--- src/design/all_pairs_nearest_neighbour_assert.svh ---
// Assertion macros used by the nearest-neighbour engine.
`ifndef ALL_PAIRS_NEAREST_NEIGHBOUR_ASSERT_SVH
`define ALL_PAIRS_NEAREST_NEIGHBOUR_ASSERT_SVH
// Implication checked every clock outside reset.
`define APNN_ASSERT_IMP(label, clk, rst_n, ante, cons, msg) \
  label: assert property (@(posedge clk) disable iff (!rst_n) (ante) |-> (cons)) \
    else $error(msg);
// Next-cycle implication checked outside reset.
`define APNN_ASSERT_NXT(label, clk, rst_n, ante, cons, msg) \
  label: assert property (@(posedge clk) disable iff (!rst_n) (ante) |=> (cons)) \
    else $error(msg);
`endif

--- src/design/apnn_pkg.sv ---
// Shared types and constants for the nearest-neighbour block.
`default_nettype none
package apnn_pkg;
  localparam int IdW   = 31;
  localparam int CoW   = 24;
  localparam int DistW = 25;
  localparam int SqW   = 50;
  localparam int TotW  = 31;
  localparam logic [DistW-1:0] DistSat = '1;

  typedef struct packed {
    logic [IdW-1:0] id;
    logic [CoW-1:0] x;
    logic [CoW-1:0] y;
    logic           last;
  } point_t;

  typedef struct packed {
    logic [IdW-1:0]   id;
    logic [CoW-1:0]   x;
    logic [CoW-1:0]   y;
    logic [IdW-1:0]   nb_id;
    logic             found;
    logic [DistW-1:0] near_dist;
    logic [DistW-1:0] mean;
    logic             dropped;
    logic             last;
  } result_t;
endpackage
`default_nettype wire

--- src/design/apnn_queue.sv ---
// Two-entry queue between the loader front end and the search engine.
`default_nettype none
module apnn_queue (
  input  wire logic            clk,
  input  wire logic            rst_n,
  input  wire logic            wr_en,
  input  wire apnn_pkg::point_t wr_data,
  output logic                 full,
  output logic                 empty,
  input  wire logic            rd_en,
  output apnn_pkg::point_t     rd_data
);
  import apnn_pkg::*;
  point_t mem_r [2];
  logic   wp_r, rp_r;
  logic [1:0] cnt_r;

  assign full    = (cnt_r == 2'd2);
  assign empty   = (cnt_r == 2'd0);
  assign rd_data = mem_r[rp_r];

  always_ff @(posedge clk) begin
    if (wr_en) mem_r[wp_r] <= wr_data;
  end

  always_ff @(posedge clk) begin
    if (!rst_n) begin
      wp_r <= 1'b0; rp_r <= 1'b0; cnt_r <= 2'd0;
    end else begin
      if (wr_en) wp_r <= ~wp_r;
      if (rd_en) rp_r <= ~rp_r;
      cnt_r <= cnt_r + 2'(wr_en) - 2'(rd_en);
    end
  end
endmodule
`default_nettype wire

--- config.mk ---
export PLATFORM = sky130hd
export DESIGN_NAME = apnn_queue
export DESIGN_NICKNAME = d
export VERILOG_FILES = /design/src/design/all_pairs_nearest_neighbour_assert.svh /design/src/design/apnn_pkg.sv /design/src/design/apnn_queue.sv
export SDC_FILE = /design/constraint.sdc
export NUM_CORES = 1
export LEC_CHECK = 0
export BUFFER_PORTS_ARGS = -buffer_cell sky130_fd_sc_hd__buf_2
export CAP_MARGIN = 15
export CORE_MARGIN = 5
export CORE_UTILIZATION = 30
export CTS_CLUSTER_SIZE = 40
export DETAILED_ROUTE_END_ITERATION = 8
export PLACE_DENSITY_LB_ADDON = 0.3
export SKIP_LAST_GASP = 1
export SLEW_MARGIN = 20
export SYNTH_ARGS = -nofsm -noshare
export SYNTH_HDL_FRONTEND = slang
export SYNTH_SLANG_ARGS = --single-unit
--- constraint.sdc ---
create_clock -name clk -period 5.75 [get_ports clk]
set_input_delay 0 -clock clk [delete_from_list [all_inputs] [get_ports clk]]
set_output_delay 0 -clock clk [all_outputs]
set_load 0.01 [all_outputs]
==> results of run 1 <==
==> per-stage QoR <==
| step | util (%) | instances | setup slack (ns) |
|---|---|---|---|
| 2_1_floorplan | - | 270 | 1.35 |
| 3_3_place_gp | 35.3 | 703 | 3.49 |
| 3_5_place_dp | 35.5 | 704 | 3.42 |
| 4_1_cts | 42.2 | 820 | 3.08 |
| 5_1_grt | 42.2 | 820 | 3.02 |
| 6_report | 42.2 | 820 | 3.21 |
==> worst max-delay path: cells and delay by family (launching register included) <==
kind | cells | cell delay, ns
DFF | 1 | 0.93
buffers and inverters | 2 | 0.82
muxes | 1 | 0.36
==> synth_stat cells (all sizes together) <==
cell    instances  share of area [%]
mux2           80                 19
ha              2               0.39
dfxtp           5                1.6
buf             9                2.7
inv             2               0.12
and2            4               0.39
nor2            1              0.059
nor2b           4               0.39
xnor3           1               0.35
xor2            1               0.14
edfxtp        160                 75
o21a            1               0.12
==> routing by layer <==
layer | part of all wire (%) | GRT usage, % | vias up
li1 | - | - | 1589
met2 | 52 | 17.8 | 93
met4 | 0.95 | 3.13 | 0
met1 | 41 | 11.6 | 1619
met3 | 6.5 | 3.50 | 8
met5 | 0 | 0 | -
==> sequential cells by signal, indices dropped and copies added (netlist names), named ones only <==
| signal | flops |
|---|---|
| mem_r | 160 |
| wp_r | 1 |
| rp_r | 1 |
| cnt_r | 2 |
==> area by class of cell <==
type / count / share of cell area, %
clock buffers: 17 / 4.79
inverters: 2 / 0.0846
repair buffers: 252 / 19.3
flip-flops and latches: 165 / 55.3
multi-input cells: 94 / 15.0
clock inverters: 15 / 1.72
well taps: 275 / 3.88
==> report_power, final <==
part | internal, W | switching (W)
sequential | 0.00139 | 0.0000347
combinational | 0.000207 | 0.000145
clock | 0.000641 | 0.000455
total | 0.00224 | 0.000634
==> logic make-up after synthesis <==
family | share of synthesized area (%)
DFF | 76.6
xor gates and xnor gates | 0.489
AOI/OAI and AO/OA | 0.117
and+or+nand+nor | 0.840
buffers and inverters | 2.79
adders and majority gates | 0.391
muxes | 18.8
==> worst max path at each step <==
stage / from / endpoint / slack [ns] / cells after the start
4_1_cts: flop / rd_data[33] / 3.08 / 3
3_5_place_dp: wp_r / mem_r[0][10] / 3.42 / 2
5_1_grt: flop / rd_data[33] / 3.02 / 3
6_report: flop / rd_data[0] / 3.21 / 3
2_1_floorplan: wp_r / mem_r[0][0] / 1.35 / 1
3_3_place_gp: wp_r / mem_r[0][66] / 3.49 / 2
==> layout by cell type (no fill, tap or decap), drive strengths merged <==
cell type	instances
nor2	1
clkbuf	17
bufinv	2
dlygate4sd3	84
clkinvlp	3
buf	168
edfxtp	160
xnor3	1
o21a	1
dfxtp	5
ha	2
clkinv	6
inv	6
mux2	80
xor2	1
nor2b	4
and2	4
==> what timing repair did <==
item / CTS / global route
hold endpoints to repair: 165 / 0
hold buffers: 84 / 0
resized for setup: 0 / 0
==> metrics.cfg, run 1 <==
[clock_network]
cts_tree=yes
cts.sinks=165
clock-root-buffer=clkbuf_16
clk_latency_ns=0.41
postCtsSetupBuffers=0
clockBufferDepth=2
cts-buffers-inserted=17
clk_pin_slew_ns=0.06
cts_max_level=4

[timing]
fmax_mhz=394
drv_slew=0
setup_viol=0
fin_crit_sh_pct=44.2
period_needed_ns=2.54
worstMarginPinSlew_ns=0.967
hold_viol_final=0
rsz0062_at_grt=no
skew_ns=0.00517
holdWs_ns=0.304
fin_setup_tns_ns=0
slew_headroom_pct=35.4

[routing]
routedWlPerCell_um=15.0
drt_iter0_markers=119
vias=3309
routed_wl_um=12300
ant_nets=0
viasPerCell=4.04
drc=0
firstDrtPassIters=4

[hold_path]
hold_depth=2
hp-class=input port to flop
hold-path-endpoint=mem_r[0][19]
min-delay-start=wr_data[19]

[worst_setup_path]
cpMaxStageDelayCell=dfxtp_4
max_stage_delay_ns=0.93
r2r-end=mem_r[0][58]
critPathMaxFanout=46
required_ns=5.75
cp.arrival_ns=2.54
rr_worst_depth=2
cp-end-kind=primary output
r2r_setup_slack_ns=3.52
start_kind=flop
path_cells=buf_4 > mux2_4 > buf_2
setup.worst_path.class=flop to primary output
r2r_start=wp_r

[place]
portBuffers=165
post-dp-hpwl_um=8040
placed_area_mm2=0.00746
routabilityCongestion=0.685

[job]
drv_cap=0

[synthesis]
synth_nets=356
yosysWarnings=0
synthCells=270
syn_avg_cell_area_um2=23.7
ys_seq_elements=165
ys_types=13
synth.yosys.seq_area_share_pct=76.6
synth_area_mm2=0.00640

[finish]
nFillCells=1879
ff_latch_area_mm2=0.00491
area_growth_pct=38.6
n_antenna_cell=0
nNetsFinal=618
drive_gt1_share_pct=51.6
multi_input_area_mm2=0.00133
final_area_mm2=0.00888

[floorplan]
start_util_pct=30.5
die_width_um=156
dieArea_mm2=0.0244
ios=166
core_mm2=0.0210
fp.dieH_um=156
row_count=53

[outcome]
outcome=finished clean

[power_and_ir_drop]
power_per_cell_area_mw_per_mm2=324
p_leak_nw=3.51
vdd.ir_drop.worst_mv=0.184
finalPower_w=0.00287

[grt]
grt_max_degree=50
grt_first_pass_wirelength_um=18700
grt_antenna_before_repair=0
grtUsageTotal_pct=10.1
grt-ovfl-total=0
grt_pass1_vias=3627

Power figures use the tool's default switching activity.
==> run 2, diff against run 1 <==
--- a/config.mk
+++ b/config.mk
@@ -5,6 +5,7 @@
 export SDC_FILE = /design/constraint.sdc
 export NUM_CORES = 1
 export LEC_CHECK = 0
+export ABC_AREA = 1
 export BUFFER_PORTS_ARGS = -buffer_cell sky130_fd_sc_hd__buf_2
 export CAP_MARGIN = 15
 export CORE_MARGIN = 5
==> constraint.sdc (replaced) <==
create_clock -name clk -period 2.55 [get_ports clk]
set_input_delay 0 -clock clk [delete_from_list [all_inputs] [get_ports clk]]
set_output_delay 0 -clock clk [all_outputs]
set_load 0.01 [all_outputs]
==> metrics.cfg, run 2 <==
[place]
place_ws_ns=0.920
post-dp-hpwl_um=8240
routabilityCongestion=0.752
portBuffers=165
placed_area_mm2=0.00750

[power_and_ir_drop]
pwr-share-seq_pct=48.7
power_per_cell_area_mw_per_mm2=729
cellInternalPower_w=0.00510
clkPwrFrac_pct=39.7
power_frac_comb_pct=11.6
finalPower_w=0.00653
vdd.ir_drop.worst_mv=0.415
net-switching-power_w=0.00142
p_leak_nw=3.56
swShare_pct=21.8

[hold_path]
hp-class=input port to flop

[finish]
n_antenna_cell=0
area_growth_pct=39.7
final_common_cell=buf_2
top_register=mem_r
nFillCells=1893
nNetsFinal=632
final_cell_mix=buf_2 (165), edfxtp_1 (160), dlygate4sd3_1 (84), mux2_4 (80), clkbuf_16 (17)
drive_gt1_share_pct=50.8
reg_top3=mem_r: 160 flops, cnt_r: 2 flops
largest_reg_flops=160
final_area_mm2=0.00895

[job]
drv_cap=0

[synthesis]
synthCells=282
synth_nets=368
synth_edf_count=160
ys_seq_elements=165
ys_types=11
synth_area_mm2=0.00640
synth_ff_type=edfxtp_1
async_reset_ff_share_pct=0
synth_top_area_cell=edfxtp_1
synth.yosys.seq_area_share_pct=76.6
synthTopCellsByCount=edfxtp_1 (160), mux2_4 (80), nor2_1 (9)
yosysWarnings=0
synth_area_leaders=edfxtp_1 (75%), mux2_4 (19%), buf_12 (2.5%), dfxtp_1 (1.6%), nor2_1 (0.53%)
syn_avg_cell_area_um2=22.7
yosysMostFrequentCell=edfxtp_1
synth_top_area_share_pct=75.0

[clock_network]
cts_resized=0
cts-buffers-inserted=17
clockBufferDepth=2
clk_latency_ns=0.41
cts.sinks=165
clk_pin_slew_ns=0.07
cts_tree=yes
cts_max_level=4
clock-root-buffer=clkbuf_16

[timing]
fin_setup_tns_ns=0
hold_viol_final=0
rsz0062_at_grt=no
fin_crit_sh_pct=67.5
slew_headroom_pct=64.6
fmax_mhz=581
setup_viol=0
skew_ns=0.00841
drv_slew=0
period_needed_ns=1.72
worstMarginPinSlew_ns=0.531
setup_slack_ns=0.828

[routing]
vias=3403
ant_nets=0
drc=0
viasPerCell=4.08
firstDrtPassIters=4
drt_iter0_markers=109
routedWlPerCell_um=15.2
routed_wl_um=12700

[worst_setup_path]
setup.worst_path.class=flop to flop
critPathMaxFanout=3
cp-end-kind=flop
start_kind=flop
required_ns=2.87
cp.arrival_ns=2.04

[floorplan]
ios=166
core_mm2=0.0210
start_util_pct=30.5
die_width_um=156
fp.dieH_um=156
dieArea_mm2=0.0244
row_count=53

[grt]
grtUsageMet3_pct=2.88
busiest_layer=met2
grt_max_degree=81
grt_use_met1_pct=12.3
grt_pass1_vias=3717
grt-ovfl-total=0
grt_first_pass_wirelength_um=19300
grtUsageTotal_pct=10.4
grt_antenna_before_repair=0
use_met2_pct=17.8

[outcome]
outcome=finished clean

run 2: path summary, 6_finish.rpt:
path | start | slack [ns] | to | cells past startpoint
setup reg to reg | cnt_r[0] | 0.83 | cnt_r[0] | 7
setup / recovery | cnt_r[0] | 0.83 | cnt_r[0] | 7
hold reg to reg | rp_r | 0.51 | rp_r | 2
hold / removal | wr_data[36] | 0.31 | mem_r[0][36] | 2
run 2: cell type report:
class	instances	area (um^2)	share of cell area [%]
clock buffer	17	425	4.75
clock inverter	15	179	2.00
inverter	7	28.8	0.322
multi-input combinational	101	1310	14.6
sequential	165	4910	54.9
tap	275	344	3.85
timing repair buffer	254	1750	19.6
run 2: critical path, stage by stage, from the launching register on:
cell and delay (ns):
dfxtp_1 0.36, inv_1 0.07, ha_1 0.27, inv_1 0.04, ha_1 0.26, nand2_1 0.06, dlygate4sd3_1 0.53, inv_1 0.04
run 2: routing by layer:
| metal | share of wire, % | wire [um] |
|---|---|---|
| met3 | 6.0 | 759 |
| met1 | 40 | 5090 |
| met5 | 0 | 0 |
| met4 | 1.5 | 187 |
| met2 | 52 | 6640 |
run 2: power groups by stage:
| stage | sequential (W) | combinational, W | clock, W |
|---|---|---|---|
| finish | 0.00318 | 0.000757 | 0.00259 |
| global route | 0.00319 | 0.000818 | 0.00281 |
| CTS | 0.00318 | 0.000779 | 0.00269 |
| detailed placement | 0.00324 | 0.000673 | 0 |
| global placement | 0.00323 | 0.000661 | 0 |
| floorplan | 0.00323 | 0.000427 | 0 |
run 2: repair_timing:
item / in CTS / in global routing
hold buffers: 84 / 0
setup buffers: 0 / 0
hold endpoints to repair: 165 / 0
run 2: kinds of logic after synthesis:
family                   share of synthesized area, %
buffers and inverters                            3.09
AO/OA/AOI/OAI                                  0.0781
flip-flops                                       76.6
multiplexers                                     18.8
adder cells (fa/ha/maj)                         0.391
AND/OR/NAND/NOR                                  1.07
run 2: metrics by stage:
| step | cells | utilization, % | hold slack (ns) |
|---|---|---|---|
| finish | 834 | 42.6 | 0.309 |
| floorplan | 282 | - | 0.0935 |
| global route | 834 | 42.6 | 0.287 |
| global placement | 718 | 35.7 | 0.187 |
| detailed placement | 718 | 35.7 | 0.191 |
| CTS | 834 | 42.6 | 0.271 |
==> run 3, diff against run 2 <==
==> constraint.sdc (replaced) <==
create_clock -name clk -period 1.58 [get_ports clk]
set_input_delay 0 -clock clk [delete_from_list [all_inputs] [get_ports clk]]
set_output_delay 0 -clock clk [all_outputs]
set_load 0.01 [all_outputs]
==> metrics.cfg, run 3 (same netlist as run 2, synthesis figures left out) <==
[outcome]
outcome=finished, violations left
violations=setup timing

[finish]
n_antenna_cell=0
final_cell_mix=edfxtp_1 (160), buf_2 (136), dlygate4sd3_1 (84), mux2_4 (80), buf_6 (30)
nNetsFinal=641
drive_gt1_share_pct=51.6
largest_reg_flops=160
area_growth_pct=44.6
final_area_mm2=0.00926
post-route-util_pct=44.0
reg_top3=mem_r: 160 flops, cnt_r: 2 flops
final_common_cell=edfxtp_1
top_register=mem_r

[clock_network]
clk_pin_slew_ns=0.07
clockBufferDepth=2
clock-root-buffer=clkbuf_16
cts_tree=yes
cts-buffers-inserted=17
cts_max_level=4
clk_latency_ns=0.42
cts.sinks=165

[routing]
vias=3473
firstDrtPassIters=4
drc=0
routed_wl_um=13500
viasPerCell=4.12
ant_nets=0
routedWlPerCell_um=16.0
drt_iter0_markers=96

[floorplan]
fp.dieH_um=156
ios=166
core_mm2=0.0210
start_util_pct=30.5
die_width_um=156
row_count=53
dieArea_mm2=0.0244

[worst_setup_path]
cp_top_family=flip-flops
cp_num_buf_inv=2
cp-end-kind=primary output
start_kind=flop
critPathMaxFanout=31
path_cells=buf_16 > mux2_4 > buf_2
required_ns=1.58
cp.arrival_ns=1.60
max_stage_delay_ns=0.42
setup.worst_path.class=flop to primary output
cpMaxStageDelayCell=dfxtp_4

[timing]
drv_slew=0
period_needed_ns=1.60
fin_crit_sh_pct=101
setup_slack_ns=-0.0193
fin_setup_tns_ns=-0.190
fmax_mhz=625
hold_viol_final=0
slew_headroom_pct=69.4
worstMarginPinSlew_ns=0.458
setup_viol=26
skew_ns=0.0105
rsz0062_at_grt=yes

[power_and_ir_drop]
power_per_cell_area_mw_per_mm2=1130
p_leak_nw=3.67
finalPower_w=0.0104
vdd.ir_drop.worst_mv=0.716

[grt]
grtUsageTotal_pct=10.9
grt_first_pass_wirelength_um=20000
grt-ovfl-total=0
grt_max_degree=51
grt_pass1_vias=3770
grt_antenna_before_repair=0

[place]
placed_area_mm2=0.00753
routabilityCongestion=0.714
post-dp-hpwl_um=8170
place_ws_ns=0.314
portBuffers=165

[hold_path]
hp-class=input port to flop

[job]
drv_cap=0

==> run 3: changes by cell type in the layout (fill, tap and decap cells not counted), moves of 2 or more <==
cell,before,now
buf_2,165,136
clkbuf_16,17,19
buf_6,0,30
inv_6,2,4
clkinv_1,1,3
bufinv_16,3,1
buf_4,1,3
buf_16,0,3
==> run 3: worst paths after layout <==
path	startpoint	endpoint	slack [ns]	depth (start not counted)
max	flop	rd_data[44]	-0.02	3
min	wr_data[60]	mem_r[1][60]	0.29	2
max reg2reg	cnt_r[0]	cnt_r[1]	0.31	8
min reg2reg	rp_r	rp_r	0.50	2
==> run 3: power by group <==
part	switching (W)	internal, W	total (W)
logic	0.000586	0.000805	0.00139
clock network	0.00173	0.00217	0.00390
registers	0.0000656	0.00506	0.00513
==> run 3: stage by stage <==
step / std cells / hold WS (ns)
2_1_floorplan: 282 / 0.0935
3_3_place_gp: 720 / 0.188
3_5_place_dp: 720 / 0.191
4_1_cts: 841 / 0.269
5_1_grt: 843 / 0.283
6_report: 843 / 0.293
==> run 3: routing by layer <==
| metal | vias up | share of wire (%) | GRT usage, % |
|---|---|---|---|
| met1 | 1717 | 40 | 12.2 |
| met3 | 15 | 5.8 | 3.58 |
| met4 | 0 | 1.6 | 4.46 |
| met5 | - | 0 | 0 |
| met2 | 96 | 53 | 19.0 |
| li1 | 1645 | - | - |
==> run 3: what timing repair did <==
item                                    CTS  global route
gates resized for setup                   4            34
hold buffers                             84             0
pin swaps                                 0             0
cloned                                    1             2
hold endpoints to repair                165             0
endpoints found under the setup margin   74            69
setup buffers                             4             0
==> run 3: cell type report <==
cell class	instances	area, um^2
clock inverter	15	128
timing repair buffer	263	2110
inverter	7	30.0
sequential	165	4910
multi-input combinational	101	1310
clock buffer	17	425
fill	1840	11800
tap	275	344
